File: config.mk
export PLATFORM = sky130hd
export DESIGN_NAME = fan_speed_hysteresis_control
export DESIGN_NICKNAME = d
export VERILOG_FILES = /design/src/hdl/fsd_pkg.sv /design/src/hdl/fsd_divider.sv /design/src/hdl/fan_speed_hysteresis_control.sv
export SDC_FILE = /design/constraint.sdc
export NUM_CORES = 1
export LEC_CHECK = 0
export BUFFER_PORTS_ARGS = -buffer_cell sky130_fd_sc_hd__buf_2
export CAP_MARGIN = 20
export CORE_MARGIN = 2
export CORE_UTILIZATION = 55
export DETAILED_ROUTE_END_ITERATION = 12
export PLACE_DENSITY = 0.69
export SYNTH_ARGS = -nofsm -noshare
export SYNTH_HDL_FRONTEND = slang
export SYNTH_SLANG_ARGS = --single-unit
File: constraint.sdc
create_clock -name clock -period 12.7 [get_ports clock]
set_clock_uncertainty 0.1 [all_clocks]
set_input_delay 0.635 -clock clock [delete_from_list [all_inputs] [get_ports clock]]
set_output_delay 0.635 -clock clock [all_outputs]
set_load 0.05 [all_outputs]
File: src/hdl/fsd_pkg.sv
// ----------------------------------------------------------------------------
// fsd_pkg
// shared types and constants for the fan speed hysteresis controller
// ----------------------------------------------------------------------------
package fsd_pkg;

   // configuration register indexes
   localparam int CSR_INDEX_W = 3;
   localparam logic [CSR_INDEX_W-1:0] CSR_ON_THRESHOLD    = 3'd0;
   localparam logic [CSR_INDEX_W-1:0] CSR_OFF_THRESHOLD   = 3'd1;
   localparam logic [CSR_INDEX_W-1:0] CSR_MAX_TEMPERATURE = 3'd2;
   localparam logic [CSR_INDEX_W-1:0] CSR_SENSITIVITY     = 3'd3;
   localparam logic [CSR_INDEX_W-1:0] CSR_SPEED_MIN       = 3'd4;
   localparam logic [CSR_INDEX_W-1:0] CSR_SPEED_MAX       = 3'd5;
   localparam logic [CSR_INDEX_W-1:0] CSR_MANUAL_OVERRIDE = 3'd6;

   // register reset values
   localparam logic [7:0] RST_ON_THRESHOLD    = 8'd45;
   localparam logic [7:0] RST_OFF_THRESHOLD   = 8'd40;
   localparam logic [7:0] RST_MAX_TEMPERATURE = 8'd80;
   localparam logic [7:0] RST_SENSITIVITY     = 8'd2;
   localparam logic [7:0] RST_SPEED_MIN       = 8'd30;
   localparam logic [7:0] RST_SPEED_MAX       = 8'd150;

   // transaction kinds
   localparam logic OPC_SAMPLE = 1'b0;
   localparam logic OPC_SPEED  = 1'b1;

   localparam logic [7:0] DUTY_FAN_OFF = 8'd255;

   // divider geometry: dividend covers |255 * 255|, divisor covers |255|
   localparam int DIV_DIVIDEND_W = 16;
   localparam int DIV_DIVISOR_W  = 8;
   localparam int DIV_COUNT_W    = $clog2(DIV_DIVIDEND_W);

   typedef struct packed {
      logic busy;
      logic done;
   } fsd_div_status_type;

   typedef enum logic [4:0] {
      ST_IDLE   = 5'b00001,
      ST_MUL    = 5'b00010,
      ST_START  = 5'b00100,
      ST_WAIT   = 5'b01000,
      ST_FINISH = 5'b10000
   } fsd_state_type;

endpackage

File: src/hdl/fsd_divider.sv
// ----------------------------------------------------------------------------
// fsd_divider
// restoring unsigned divider, one quotient bit per cycle
// ----------------------------------------------------------------------------
module fsd_divider
   import fsd_pkg::*;
(
   input  logic                      clock,
   input  logic                      reset,
   input  logic                      start,
   input  logic [DIV_DIVIDEND_W-1:0] dividend,
   input  logic [DIV_DIVISOR_W-1:0]  divisor,
   output logic [DIV_DIVIDEND_W-1:0] quotient,
   output fsd_div_status_type        status
);

   logic                      busy_ff, busy_in;
   logic                      done_ff, done_in;
   logic [DIV_COUNT_W-1:0]    count_ff, count_in;
   logic [DIV_DIVIDEND_W-1:0] quo_ff, quo_in;
   logic [DIV_DIVISOR_W-1:0]  rem_ff, rem_in;
   logic [DIV_DIVISOR_W-1:0]  dvs_ff, dvs_in;
   logic [DIV_DIVISOR_W:0]    shifted;
   logic [DIV_DIVISOR_W:0]    trial;
   logic                      fits;

   // one restoring step: bring down the next dividend bit and try a subtract
   assign shifted = {rem_ff, quo_ff[DIV_DIVIDEND_W-1]};
   assign trial   = shifted - {1'b0, dvs_ff};
   assign fits    = (shifted >= {1'b0, dvs_ff});

   always_comb begin
      busy_in  = busy_ff;
      done_in  = 1'b0;
      count_in = count_ff;
      quo_in   = quo_ff;
      rem_in   = rem_ff;
      dvs_in   = dvs_ff;
      if (start) begin
         busy_in  = 1'b1;
         count_in = '0;
         quo_in   = dividend;
         rem_in   = '0;
         dvs_in   = divisor;
      end else if (busy_ff) begin
         quo_in   = {quo_ff[DIV_DIVIDEND_W-2:0], fits};
         rem_in   = fits ? trial[DIV_DIVISOR_W-1:0] : shifted[DIV_DIVISOR_W-1:0];
         count_in = count_ff + 1'b1;
         if (count_ff == DIV_COUNT_W'(DIV_DIVIDEND_W - 1)) begin
            busy_in = 1'b0;
            done_in = 1'b1;
         end
      end
   end

   always_ff @(posedge clock) begin
      if (reset) begin
         busy_ff  <= 1'b0;
         done_ff  <= 1'b0;
         count_ff <= '0;
      end else begin
         busy_ff  <= busy_in;
         done_ff  <= done_in;
         count_ff <= count_in;
      end
      quo_ff <= quo_in;
      rem_ff <= rem_in;
      dvs_ff <= dvs_in;
   end

   assign quotient    = quo_ff;
   assign status.busy = busy_ff;
   assign status.done = done_ff;

endmodule

File: src/hdl/fan_speed_hysteresis_control.sv
// ----------------------------------------------------------------------------
// fan_speed_hysteresis_control
// fan speed controller with linear temperature map and on/off hysteresis
// ----------------------------------------------------------------------------
// Each request transaction is either a temperature sample (tuser = 0) or a
// manual target speed write (tuser = 1), and yields exactly one response
// transaction carrying the PWM duty, the target speed and the write/error
// flags. Manual writes, samples outside the automatic window and samples that
// do not need the map go straight to the final state, which loads the
// response register and raises rsp_tvalid. A sample that needs the linear map
// passes through the product state, which registers the signed product, the
// start state, which loads the restoring divider, and the wait state, where
// the divider produces one quotient bit per iteration and the quotient is
// picked up, before the final state forms the response. The divider is the
// pacing unit. The block takes one transaction at a time; req_tready rises
// again once the response is loaded into the output register, so the next
// request can be accepted while that response waits. A response that is
// still waiting holds the next one in the final state until the output
// register frees up. Configuration writes are accepted in any cycle and
// should be issued only while the block is idle.
// ----------------------------------------------------------------------------
module fan_speed_hysteresis_control
   import fsd_pkg::*;
(
   input  logic                   clock,
   input  logic                   reset,
   // request channel
   input  logic                   req_tvalid,
   output logic                   req_tready,
   input  logic [15:0]            req_tdata,   // [7:0] temperature, [15:8] speed_value
   input  logic                   req_tuser,   // [0] opcode
   // response channel
   output logic                   rsp_tvalid,
   input  logic                   rsp_tready,
   output logic [15:0]            rsp_tdata,   // [7:0] pwm_duty, [15:8] target_speed_out
   output logic [1:0]             rsp_tuser,   // [0] pwm_write, [1] range_error
   // configuration write channel
   input  logic                   csr_valid,
   output logic                   csr_ready,
   input  logic [CSR_INDEX_W-1:0] csr_index,
   input  logic [7:0]             csr_data
);

   // configuration registers
   logic [7:0] on_thr_ff, on_thr_in;
   logic [7:0] off_thr_ff, off_thr_in;
   logic [7:0] max_temp_ff, max_temp_in;
   logic [7:0] sens_ff, sens_in;
   logic [7:0] spd_min_ff, spd_min_in;
   logic [7:0] spd_max_ff, spd_max_in;
   logic       manual_ff, manual_in;

   // controller state
   logic [7:0] last_temp_ff, last_temp_in;
   logic [7:0] target_ff, target_in;
   logic [7:0] applied_ff, applied_in;
   logic [7:0] duty_ff, duty_in;

   // sequencer and work registers
   fsd_state_type      state_ff, state_in;
   logic [7:0]         temp_ff, temp_in;
   logic signed [16:0] prod_ff, prod_in;
   logic               neg_ff, neg_in;

   // response register
   logic       rsp_valid_ff, rsp_valid_in;
   logic       rsp_write_ff, rsp_write_in;
   logic       rsp_err_ff, rsp_err_in;
   logic [7:0] rsp_duty_ff, rsp_duty_in;
   logic [7:0] rsp_target_ff, rsp_target_in;

   // divider hookup
   logic                      div_start;
   logic [DIV_DIVIDEND_W-1:0] div_dividend;
   logic [DIV_DIVISOR_W-1:0]  div_divisor;
   logic [DIV_DIVIDEND_W-1:0] div_quotient;
   fsd_div_status_type        div_status;

   logic               req_accept;
   logic               csr_accept;
   logic               rsp_slot_free;
   logic [7:0]         req_temp;
   logic [7:0]         req_speed;
   logic [7:0]         delta;
   logic signed [8:0]  temp_ofs;
   logic signed [8:0]  spd_span;
   logic signed [8:0]  temp_span;
   logic signed [17:0] quo_signed;
   logic signed [17:0] map_sum;
   logic [7:0]         map_speed;

   assign req_temp  = req_tdata[7:0];
   assign req_speed = req_tdata[15:8];

   assign req_tready    = (state_ff == ST_IDLE);
   assign req_accept    = req_tvalid && req_tready;
   assign csr_ready     = 1'b1;
   assign csr_accept    = csr_valid && csr_ready;
   assign rsp_slot_free = !rsp_valid_ff || rsp_tready;

   // distance from the last accepted temperature
   assign delta = (req_temp >= last_temp_ff) ? (req_temp - last_temp_ff)
                                             : (last_temp_ff - req_temp);

   // linear map operands: (t - on) * (smax - smin) / (tmax - on) + smin
   assign temp_ofs  = $signed({1'b0, temp_ff}) - $signed({1'b0, on_thr_ff});
   assign spd_span  = $signed({1'b0, spd_max_ff}) - $signed({1'b0, spd_min_ff});
   assign temp_span = $signed({1'b0, max_temp_ff}) - $signed({1'b0, on_thr_ff});

   // divide magnitudes, the quotient sign is restored afterwards (truncation toward zero)
   assign div_start    = (state_ff == ST_START);
   assign div_dividend = prod_ff[16] ? DIV_DIVIDEND_W'(-prod_ff)
                                     : prod_ff[DIV_DIVIDEND_W-1:0];
   assign div_divisor  = temp_span[8] ? DIV_DIVISOR_W'(-temp_span)
                                      : temp_span[DIV_DIVISOR_W-1:0];

   assign quo_signed = neg_ff ? -$signed({2'b00, div_quotient})
                              : $signed({2'b00, div_quotient});
   assign map_sum    = quo_signed + $signed({10'd0, spd_min_ff});

   // saturate the mapped speed to a byte
   always_comb begin
      if (map_sum < 0) begin
         map_speed = 8'd0;
      end else if (map_sum > 18'sd255) begin
         map_speed = 8'd255;
      end else begin
         map_speed = map_sum[7:0];
      end
   end

   fsd_divider u_divider (
      .clock    (clock),
      .reset    (reset),
      .start    (div_start),
      .dividend (div_dividend),
      .divisor  (div_divisor),
      .quotient (div_quotient),
      .status   (div_status)
   );

   always_comb begin
      on_thr_in     = on_thr_ff;
      off_thr_in    = off_thr_ff;
      max_temp_in   = max_temp_ff;
      sens_in       = sens_ff;
      spd_min_in    = spd_min_ff;
      spd_max_in    = spd_max_ff;
      manual_in     = manual_ff;
      last_temp_in  = last_temp_ff;
      target_in     = target_ff;
      applied_in    = applied_ff;
      duty_in       = duty_ff;
      state_in      = state_ff;
      temp_in       = temp_ff;
      prod_in       = prod_ff;
      neg_in        = neg_ff;
      rsp_valid_in  = rsp_valid_ff;
      rsp_write_in  = rsp_write_ff;
      rsp_err_in    = rsp_err_ff;
      rsp_duty_in   = rsp_duty_ff;
      rsp_target_in = rsp_target_ff;

      // configuration writes, indexes past the list are dropped
      if (csr_accept) begin
         case (csr_index)
            CSR_ON_THRESHOLD:    on_thr_in   = csr_data;
            CSR_OFF_THRESHOLD:   off_thr_in  = csr_data;
            CSR_MAX_TEMPERATURE: max_temp_in = csr_data;
            CSR_SENSITIVITY:     sens_in     = csr_data;
            CSR_SPEED_MIN:       spd_min_in  = csr_data;
            CSR_SPEED_MAX:       spd_max_in  = csr_data;
            CSR_MANUAL_OVERRIDE: manual_in   = csr_data[0];
            default: ;
         endcase
      end

      if (rsp_valid_ff && rsp_tready) begin
         rsp_valid_in = 1'b0;
      end

      case (state_ff)
         ST_IDLE: begin
            if (req_accept) begin
               temp_in  = req_temp;
               state_in = ST_FINISH;
               if (req_tuser == OPC_SPEED) begin
                  target_in = req_speed;
               end else if (!manual_ff) begin
                  if (req_temp >= on_thr_ff && delta >= sens_ff) begin
                     last_temp_in = req_temp;
                     if (max_temp_ff == on_thr_ff) begin
                        // equal temperature limits map straight to full speed
                        target_in = spd_max_ff;
                     end else begin
                        state_in = ST_MUL;
                     end
                  end else if (req_temp <= off_thr_ff) begin
                     target_in    = 8'd0;
                     last_temp_in = req_temp;
                  end
               end
            end
         end
         ST_MUL: begin
            // sign-extended operands keep the product exact in 17 bits
            prod_in  = $signed({{8{temp_ofs[8]}}, temp_ofs}) *
                       $signed({{8{spd_span[8]}}, spd_span});
            neg_in   = prod_in[16] ^ temp_span[8];
            state_in = ST_START;
         end
         ST_START: begin
            state_in = ST_WAIT;
         end
         ST_WAIT: begin
            if (div_status.done) begin
               target_in = map_speed;
               state_in  = ST_FINISH;
            end
         end
         ST_FINISH: begin
            if (rsp_slot_free) begin
               rsp_write_in = 1'b0;
               rsp_err_in   = 1'b0;
               if (target_ff != applied_ff) begin
                  if (target_ff > spd_max_ff) begin
                     rsp_err_in = 1'b1;
                  end else begin
                     duty_in      = (target_ff == 8'd0) ? DUTY_FAN_OFF
                                                        : (spd_max_ff - target_ff);
                     rsp_write_in = 1'b1;
                  end
                  applied_in = target_ff;
               end
               rsp_duty_in   = duty_in;
               rsp_target_in = target_ff;
               rsp_valid_in  = 1'b1;
               state_in      = ST_IDLE;
            end
         end
         default: begin
            state_in = ST_IDLE;
         end
      endcase
   end

   always_ff @(posedge clock) begin
      if (reset) begin
         on_thr_ff    <= RST_ON_THRESHOLD;
         off_thr_ff   <= RST_OFF_THRESHOLD;
         max_temp_ff  <= RST_MAX_TEMPERATURE;
         sens_ff      <= RST_SENSITIVITY;
         spd_min_ff   <= RST_SPEED_MIN;
         spd_max_ff   <= RST_SPEED_MAX;
         manual_ff    <= 1'b0;
         last_temp_ff <= 8'd0;
         target_ff    <= 8'd0;
         applied_ff   <= RST_SPEED_MAX;
         duty_ff      <= 8'd0;
         state_ff     <= ST_IDLE;
         rsp_valid_ff <= 1'b0;
      end else begin
         on_thr_ff    <= on_thr_in;
         off_thr_ff   <= off_thr_in;
         max_temp_ff  <= max_temp_in;
         sens_ff      <= sens_in;
         spd_min_ff   <= spd_min_in;
         spd_max_ff   <= spd_max_in;
         manual_ff    <= manual_in;
         last_temp_ff <= last_temp_in;
         target_ff    <= target_in;
         applied_ff   <= applied_in;
         duty_ff      <= duty_in;
         state_ff     <= state_in;
         rsp_valid_ff <= rsp_valid_in;
      end
      temp_ff       <= temp_in;
      prod_ff       <= prod_in;
      neg_ff        <= neg_in;
      rsp_write_ff  <= rsp_write_in;
      rsp_err_ff    <= rsp_err_in;
      rsp_duty_ff   <= rsp_duty_in;
      rsp_target_ff <= rsp_target_in;
   end

   assign rsp_tvalid = rsp_valid_ff;
   assign rsp_tdata  = {rsp_target_ff, rsp_duty_ff};
   assign rsp_tuser  = {rsp_err_ff, rsp_write_ff};

   // the divider only runs while the sequencer waits on it
   a_div_busy_in_wait: assert property (@(posedge clock) disable iff (reset)
      div_status.busy |-> (state_ff == ST_WAIT))
      else $error("divider busy outside the wait state");

   // an accepted request holds off the next one: req_tready is low in the next cycle
   a_one_at_a_time: assert property (@(posedge clock) disable iff (reset)
      req_accept |=> !req_tready)
      else $error("request accepted while previous transaction in flight");

   // a range error never comes with a duty write
   a_err_no_write: assert property (@(posedge clock) disable iff (reset)
      rsp_tvalid |-> !(rsp_tuser[0] && rsp_tuser[1]))
      else $error("range error reported together with a pwm write");

   // a write for speed zero drives the fan-off duty
   a_zero_speed_off: assert property (@(posedge clock) disable iff (reset)
      (rsp_tvalid && rsp_tuser[0] && rsp_tdata[15:8] == 8'd0)
         |-> (rsp_tdata[7:0] == DUTY_FAN_OFF))
      else $error("zero speed written with a duty other than fan off");

endmodule

==> results.json, run 1 <==
{
  "status": "finished, final reports clean",
  "tightest_slew_ns": 0.964,
  "grtUsageMet3": 0.0312,
  "port_buffers": 52,
  "leakage_uw": 0.00636,
  "cts_sinks": 169,
  "crit_slowest_cell": "fa_1",
  "cpMostUsedCell": "fa_1",
  "crit_arrival_ns": 7.04,
  "syn_avg_cell_area_sq_um": 9.05,
  "min_path_type": "in -> reg",
  "cp-startpoint": "on_thr_ff[1]$_SDFFE_PP0P_",
  "powerDensity_nw_per_um2": 211,
  "synth_edf_count": 68,
  "path_class": "reg -> reg",
  "synth_flop_cell": "dfxtp_1",
  "synth_seq_cells": 169,
  "netlist_top_cells_count": "inv_1, nor2_1, nand2_1, ha_1, dfxtp_1",
  "final_area_sq_um": 14500,
  "wl_per_cell_um": 15.7,
  "drt_iter0_markers": 627,
  "finalSetupTns_ns": 0,
  "finalWirelength_um": 29000,
  "yosysTopAreaCellShare": 0.153,
  "synth_area_leader_cell": "edfxtp_1",
  "numPlacedInstances": 1822,
  "critPathTopFamily": "adder cells",
  "path_buf_inv": 4,
  "synth_cell_types": 79,
  "core_area_sq_um": 24100,
  "holdBufCountCts": 0,
  "ant_nets": 0,
  "syn_to_final_growth_pct": 8.53,
  "num_rows": 57,
  "slew_headroom": 0.341,
  "syn_area_sq_um": 13400,
  "grt_max_degree": 89,
  "drv_cap": 0,
  "final_hold_viol_count": 0,
  "grt.met1_usage": 0.305,
  "synthTopCellsByArea": "edfxtp_1, dfxtp_1, ha_1, fa_1, inv_1",
  "layout.nets": 1752,
  "fin_util": 0.603,
  "antenna_cells": 0,
  "cts.repair.resized": 0,
  "cts.path.max_buffers": 2,
  "fin_crit_ns": 6.99,
  "die_h_um": 160,
  "ys_warn_count": 0,
  "cp-end-kind": "flip-flop",
  "worst_setup_path_start_kind": "flip-flop",
  "initial_core_util": 0.555,
  "worstPathMaxFanout": 9,
  "reg2reg_from": "on_thr_ff[1]$_SDFFE_PP0P_",
  "dieArea_sq_um": 25600,
  "cts_tree": "done",
  "rsz0062_at_grt": "no",
  "drv_slew": 0,
  "clk_latency_ns": 0.43,
  "grt_overflow_total": 0,
  "vias": 10300,
  "setup_viol_count_final": 0,
  "die_w_um": 160,
  "drive_above_1_share": 0.0784,
  "cts_setup_buffers": 0,
  "pin_count": 54,
  "yosysMostFrequentCell": "inv_1",
  "htreeDepth": 4,
  "numCtsBuffers": 17,
  "grt_util_met2": 0.418,
  "via_per_inst": 5.55,
  "grt_pass1_vias": 9996,
  "grt_util_all_layers": 0.236,
  "drcViolationCount": 0,
  "gp_congestion": 0.862,
  "worstPathRequired_ns": 12.75,
  "drtPass1Iterations": 4,
  "hold_path.startpoint": "req_tdata[0]",
  "antenna_found_initial": 0,
  "ir_drop_v": 0.000270,
  "max_freq_mhz": 143,
  "synth_nets": 1715,
  "dp_hpwl_um": 22500,
  "fin_crit_sh": 0.550,
  "synth_cells": 1480,
  "fin_cells": 1854,
  "ys_async_sr_fraction": 0,
  "grt_busiest_layer": "met2",
  "clkTransAtPathRegs_ns": 0.07,
  "cts-root-buf": "clkbuf_16",
  "dpl_cell_area_sq_um": 13900,
  "grt_pass1_wl_um": 49300,
  "max_stage_delay_ns": 0.55,
  "synth_seq_area_share": 0.304
}
==> layout by cell type (no fill, tap or decap), drive strengths merged, types with 61 or more instances in the layout <==
cell type / instances
ha: 127
o21ai: 61
nand2: 147
a21oi: 100
fa: 75
dfxtp: 101
xnor2: 67
edfxtp: 68
nor2: 149
inv: 179
==> logic make-up after synthesis <==
family,synth area share
xor gates and xnor gates,0.0691
adders and majority gates,0.231
muxes,0.0221
and+or+nand+nor,0.171
AOI/OAI and AO/OA,0.142
buffers and inverters,0.0621
other,0.000280
DFF,0.304
==> path summary, 6_finish.rpt <==
| path | to | slack, ns | cells after the start |
|---|---|---|---|
| setup / recovery | neg_ff$_DFFE_PN_ | 5.71 | 28 |
| hold / removal | temp_ff[0]$_DFFE_PP_ | 0.35 | 1 |
| hold reg to reg | off_thr_ff[7]$_SDFFE_PP0P_ | 0.36 | 2 |
| setup reg to reg | neg_ff$_DFFE_PN_ | 5.71 | 28 |
==> sequential cells by signal, summed over array words and instances (netlist names), 8 cells and up <==
name and count:
last_temp_ff 8, rsp_target_ff 8, u_divider.quotient 16, u_divider.rem_ff 8, spd_max_ff 8, u_divider.dvs_ff 8
on_thr_ff 8, temp_ff 8, prod_ff 17, rsp_duty_ff 8, max_temp_ff 8, target_ff 8
duty_ff 8, applied_ff 8, off_thr_ff 8, spd_min_ff 8, sens_ff 8
==> power breakdown <==
group          internal, uW  switching (uW)
Clock                   301             235
Sequential              693            25.4
Combinational           794            1020
==> cell type report <==
type	count	area [sq um]
well taps	324	405
repair buffers	59	313
inverters	171	642
flip-flops and latches	169	4060
multi-input cells	1099	8510
clock buffers	21	483
clock inverters	11	119
fillers	2185	9570
==> through the flow <==
| stage | power [uW] | hold WS, ns | setup WS, ns |
|---|---|---|---|
| floorplan | 2160 | 0.336 | 6.16 |
| global placement | 2540 | 0.344 | 5.86 |
| detailed placement | 2540 | 0.349 | 5.71 |
| CTS | 3090 | 0.336 | 5.68 |
| global route | 3390 | 0.345 | 5.19 |
| finish | 3060 | 0.348 | 5.71 |
==> worst reg2reg max path: cells and delay by family, from the launching register on <==
kind | cells | cell delay, ns
XOR/XNOR | 3 | 0.65
flip-flops | 1 | 0.37
adder cells (fa/ha/maj) | 7 | 2.95
AND/OR/NAND/NOR | 5 | 0.84
AO/OA/AOI/OAI | 9 | 1.51
buffers and inverters | 4 | 0.29
==> metal layers <==
metal,part of all wire,wire length (um),vias up
met3,0.033,953,40
met2,0.50,14500,201
li1,-,-,5112
met1,0.45,13100,4933
met5,0,0,-
met4,0.017,480,0
No activity file was read; power rests on OpenSTA's default activity.
==> inputs of run 2 (changes only) <==
- clock period: 12.7 -> 6.9 ns (I/O delays scaled with it)
==> run 2 against run 1 <==
Against the previous run:
- register-to-register slack got worse by 5.4 ns
- maximum frequency rose by 5.6%
- non-clock buffer count rose by 17
- utilization rose by 0.87 points
- largest power group unchanged
- highest routed layer unchanged
- sequential cell count did not move
- first-iteration DRC count rose by 0.32%
==> results.json, run 2 (synthesized netlist as in run 1, its figures left out) <==
{
  "status": "finished, final reports clean",
  "cts-root-buf": "clkbuf_16",
  "syn_to_final_growth_pct": 10.1,
  "final_hold_viol_count": 0,
  "hold_ws_ns": 0.0689,
  "drtPass1Iterations": 5,
  "antenna_found_initial": 0,
  "initial_core_util": 0.555,
  "hold_path.startpoint": "req_tdata[0]",
  "max_freq_mhz": 151,
  "port_buffers": 52,
  "grt_pass1_wl_um": 49600,
  "grt_max_degree": 89,
  "regMostFlops": "prod_ff",
  "powerDensity_nw_per_um2": 392,
  "cts.path.max_buffers": 2,
  "crit_slowest_cell": "fa_1",
  "drcViolationCount": 0,
  "max_stage_delay_ns": 0.54,
  "numCtsBuffers": 17,
  "min_path_type": "in -> reg",
  "final_common_cell": "inv_1",
  "finalWirelength_um": 29600,
  "reg2reg_from": "on_thr_ff[1]$_SDFFE_PP0P_",
  "htreeDepth": 4,
  "worstReg2RegEnd": "neg_ff$_DFFE_PN_",
  "worstPathMaxFanout": 5,
  "die_h_um": 160,
  "slew_headroom": 0.337,
  "fin_util": 0.611,
  "layout.nets": 1769,
  "drive_above_1_share": 0.101,
  "holdPathEnd": "temp_ff[0]$_DFFE_PP_",
  "worstPathRequired_ns": 6.95,
  "fin_crit_sh": 0.959,
  "drv_cap": 0,
  "dpl_cell_area_sq_um": 14000,
  "wl_per_cell_um": 15.8,
  "ff2ff_setup_slack_ns": 0.28,
  "clkTransAtPathRegs_ns": 0.07,
  "path_class": "reg -> reg",
  "dp_hpwl_um": 22900,
  "cts_tree": "done",
  "reg2regPathDepth": 28,
  "leakage_uw": 0.00645,
  "grt_overflow_total": 0,
  "pin_count": 54,
  "drt_iter0_markers": 629,
  "final_cell_mix": "inv_1, nor2_1, nand2_1",
  "grt_pass1_vias": 10200,
  "crit_arrival_ns": 6.67,
  "finalSetupTns_ns": 0,
  "ir_drop_v": 0.000478,
  "die_w_um": 160,
  "antenna_cells": 0,
  "worst_setup_path_start_kind": "flip-flop",
  "grt_util_all_layers": 0.239,
  "drv_slew": 0,
  "setup_viol_count_final": 0,
  "core_area_sq_um": 24100,
  "num_rows": 57,
  "via_per_inst": 5.50,
  "dieArea_sq_um": 25600,
  "largest_reg_flops": 17,
  "clk_latency_ns": 0.44,
  "final_area_sq_um": 14700,
  "holdBufCountCts": 0,
  "cpMostUsedCell": "fa_1",
  "cp-end-kind": "flip-flop",
  "cts_sinks": 169,
  "vias": 10300,
  "gp_congestion": 0.850,
  "tightest_slew_ns": 0.990,
  "hold-path-cell-count": 1,
  "fin_crit_ns": 6.62,
  "ant_nets": 0
}
run 2: cell count changes in the layout (fill, tap and decap cells not counted), sizes merged:
cell / before / now
buf: 59 / 76
clkinv: 2 / 7
clkbuf: 21 / 17
bufinv: 1 / 0
run 2: how the worst max path moves through the flow:
stage | from | depth (start not counted) | slack [ns] | endpoint
after floorplan | on_thr_ff[1]$_SDFFE_PP0P_ | 28 | 0.36 | neg_ff$_DFFE_PN_
after global placement | on_thr_ff[1]$_SDFFE_PP0P_ | 28 | 0.14 | neg_ff$_DFFE_PN_
after detailed placement | on_thr_ff[1]$_SDFFE_PP0P_ | 28 | 0.03 | neg_ff$_DFFE_PN_
after CTS | on_thr_ff[1]$_SDFFE_PP0P_ | 28 | 0.02 | neg_ff$_DFFE_PN_
after global routing | on_thr_ff[1]$_SDFFE_PP0P_ | 28 | -0.02 | neg_ff$_DFFE_PN_
final | on_thr_ff[1]$_SDFFE_PP0P_ | 28 | 0.28 | neg_ff$_DFFE_PN_
run 2: what timing repair did:
action,in CTS,in global routing
buffers inserted,0,3
setup endpoints to repair,1,4
pin swaps,0,8
resized for setup,1,22
run 2: power by group:
| part | switching [uW] | total, uW | internal [uW] | leakage [uW] |
|---|---|---|---|---|
| clock | 471 | 960 | 489 | 0.000290 |
| combinational | 1950 | 3490 | 1550 | 0.00471 |
| sequential | 47.5 | 1320 | 1270 | 0.00144 |
| total | 2470 | 5780 | 3310 | 0.00645 |
run 2: worst max-delay path, delay by kind of cell (launching register included):
family                     cells  cell delay, ns
adders and majority gates      7            2.88
AOI/OAI and AO/OA              9            1.44
and+or+nand+nor                5            0.83
xor gates and xnor gates       3            0.48
DFF                            1            0.37
buffers and inverters          4            0.23
run 2: area by class of cell:
cell class,count,area [sq um]
tap,324,405
sequential,169,4070
fill,2118,9370
clock inverter,15,171
multi-input combinational,1099,8590
inverter,171,642
clock buffer,17,425
timing repair buffer,76,440
run 2: per-stage QoR:
stage / setup slack [ns] / power [uW] / cells
global placement: 0.142 / 4670 / 1836
floorplan: 0.358 / 3970 / 1480
detailed placement: 0.0280 / 4700 / 1836
global route: -0.0198 / 6400 / 1871
finish: 0.281 / 5780 / 1871
CTS: 0.0169 / 5700 / 1868
run 2: layer usage:
layer | vias to the layer above | part of all wire | GRT usage
li1 | 5142 | - | -
met1 | 4919 | 0.45 | 0.303
met2 | 196 | 0.50 | 0.428
met3 | 28 | 0.037 | 0.0377
met4 | 0 | 0.013 | 0.0573
met5 | - | 0 | 0
==> inputs of run 3 (changes only) <==
- CTS_BUF_LIST: unset -> sky130_fd_sc_hd__clkbuf_4 sky130_fd_sc_hd__clkbuf_8
==> run 3 against run 2 <==
Against the previous run:
- sequential share of layout area is 0.30 points higher
- utilization is 0.66 points lower
- largest cell class unchanged
- via count is 0.35% higher
- largest power group unchanged
- critical endpoint unchanged
- maximum frequency fell by 0.24%
- hold slack got worse by 0.020 ns
- final cell count increased by 0.16%
==> results.json, run 3 (synthesized netlist as in run 1, its figures left out) <==
{
  "status": "finished, final reports clean",
  "hold_ws_ns": 0.0487,
  "netSwitchingPower_uw": 2440,
  "crit_slowest_cell": "fa_1",
  "ir_drop_v": 0.000475,
  "final_area_sq_um": 14600,
  "drv_slew": 0,
  "crit_arrival_ns": 6.71,
  "finalWirelength_um": 29400,
  "grt_util_all_layers": 0.237,
  "setup_viol_count_final": 0,
  "reg2reg_from": "on_thr_ff[1]$_SDFFE_PP0P_",
  "drv_cap": 0,
  "htreeDepth": 4,
  "grt_max_degree": 89,
  "die_w_um": 160,
  "max_freq_mhz": 151,
  "drt_iter0_markers": 592,
  "fin_cells": 1874,
  "drtPass1Iterations": 5,
  "p_sw_frac": 0.440,
  "largest_reg_flops": 17,
  "initial_core_util": 0.555,
  "grt_pass1_wl_um": 49000,
  "dpl_cell_area_sq_um": 14000,
  "clkTransAtPathRegs_ns": 0.11,
  "worst_setup_path_start_kind": "flip-flop",
  "leakage_uw": 0.00638,
  "max_stage_delay_ns": 0.54,
  "hold-path-cell-count": 1,
  "syn_to_final_growth_pct": 8.91,
  "clkPwrFrac": 0.129,
  "regMostFlops": "prod_ff",
  "numCtsBuffers": 17,
  "grt_overflow_total": 0,
  "antenna_cells": 0,
  "fin_crit_ns": 6.63,
  "pwr-share-comb": 0.633,
  "p_seq_frac": 0.238,
  "final_cell_mix": "inv_1, nor2_1, nand2_1",
  "layout.nets": 1772,
  "p_int_uw": 3110,
  "hold_path.startpoint": "req_tdata[6]",
  "ff2ff_setup_slack_ns": 0.27,
  "pin_count": 54,
  "reg2regPathDepth": 28,
  "drcViolationCount": 0,
  "cts_sinks": 169,
  "cp-end-kind": "flip-flop",
  "dieArea_sq_um": 25600,
  "min_path_type": "in -> reg",
  "final_hold_viol_count": 0,
  "powerDensity_nw_per_um2": 381,
  "vias": 10300,
  "clk_latency_ns": 0.48,
  "cts.path.max_buffers": 2,
  "worstPathMaxFanout": 5,
  "drive_above_1_share": 0.103,
  "place_ws_ns": 0.0280,
  "cpMostUsedCell": "fa_1",
  "final_common_cell": "inv_1",
  "die_h_um": 160,
  "grt_pass1_vias": 10200,
  "cts_tree": "done",
  "worstPathRequired_ns": 6.98,
  "holdPathEnd": "temp_ff[6]$_DFFE_PP_",
  "finalSetupTns_ns": 0,
  "via_per_inst": 5.51,
  "gp_congestion": 0.850,
  "core_area_sq_um": 24100,
  "numPlacedInstances": 1836,
  "antenna_found_initial": 0,
  "ant_nets": 0,
  "port_buffers": 52,
  "dp_hpwl_um": 22900,
  "fin_crit_sh": 0.962,
  "finalWorstSetupSlack_ns": 0.265,
  "slew_headroom": 0.350,
  "cts-root-buf": "clkbuf_8",
  "wl_per_cell_um": 15.7,
  "worstReg2RegEnd": "neg_ff$_DFFE_PN_",
  "tightest_slew_ns": 0.950,
  "num_rows": 57,
  "path_class": "reg -> reg"
}
-- run 3: cell count changes in the layout (fill, tap and decap cells not counted), sizes merged --
cell         before  now
buf              76   78
dlygate4sd3       0    1
-- run 3: power by group through the flow --
stage               clock (uW)  sequential [uW]  combinational (uW)
global route               769             1330                4080
global placement             0             1340                3330
floorplan                    0             1340                2630
detailed placement           0             1340                3360
finish                     719             1320                3520
CTS                        729             1320                3400
-- run 3: per-stage QoR --
step | total power (uW) | util
detailed placement | 4700 | 0.582
finish | 5560 | 0.605
global placement | 4670 | 0.582
global route | 6180 | 0.605
floorplan | 3970 | -
CTS | 5450 | 0.599
-- run 3: cell type report --
class	instances	area, sq um
sequential	169	4070
clock inverter	15	171
fill	2146	9520
clock buffer	17	234
tap	324	405
multi-input combinational	1099	8600
inverter	171	642
timing repair buffer	79	465
-- run 3: how the worst max path moves through the flow --
stage               depth (start not counted)               end                      start
floorplan                                  28  neg_ff$_DFFE_PN_  on_thr_ff[1]$_SDFFE_PP0P_
global placement                           28  neg_ff$_DFFE_PN_  on_thr_ff[1]$_SDFFE_PP0P_
finish                                     28  neg_ff$_DFFE_PN_  on_thr_ff[1]$_SDFFE_PP0P_
CTS                                        28  neg_ff$_DFFE_PN_  on_thr_ff[1]$_SDFFE_PP0P_
detailed placement                         28  neg_ff$_DFFE_PN_  on_thr_ff[1]$_SDFFE_PP0P_
global route                               28  neg_ff$_DFFE_PN_  on_thr_ff[1]$_SDFFE_PP0P_
-- run 3: what timing repair did --
action	4_1_cts	5_1_grt
hold buffers	0	1
pin swaps	0	8
buffers inserted	0	5
setup endpoints to repair	1	4
gates resized for setup	1	23
endpoints found under the hold margin	0	1
-- run 3: critical path, delay by kind of cell, from the launching register on --
family	cells	cell delay, ns
AO/OA/AOI/OAI	9	1.43
XOR/XNOR	3	0.48
adder cells (fa/ha/maj)	7	2.88
buffers and inverters	4	0.24
flip-flops	1	0.38
AND/OR/NAND/NOR	5	0.82
-- run 3: metal layers --
layer / GRT usage / share of wire
met5: 0 / 0
met3: 0.0400 / 0.043
met4: 0.0794 / 0.024
met1: 0.300 / 0.45
met2: 0.412 / 0.49
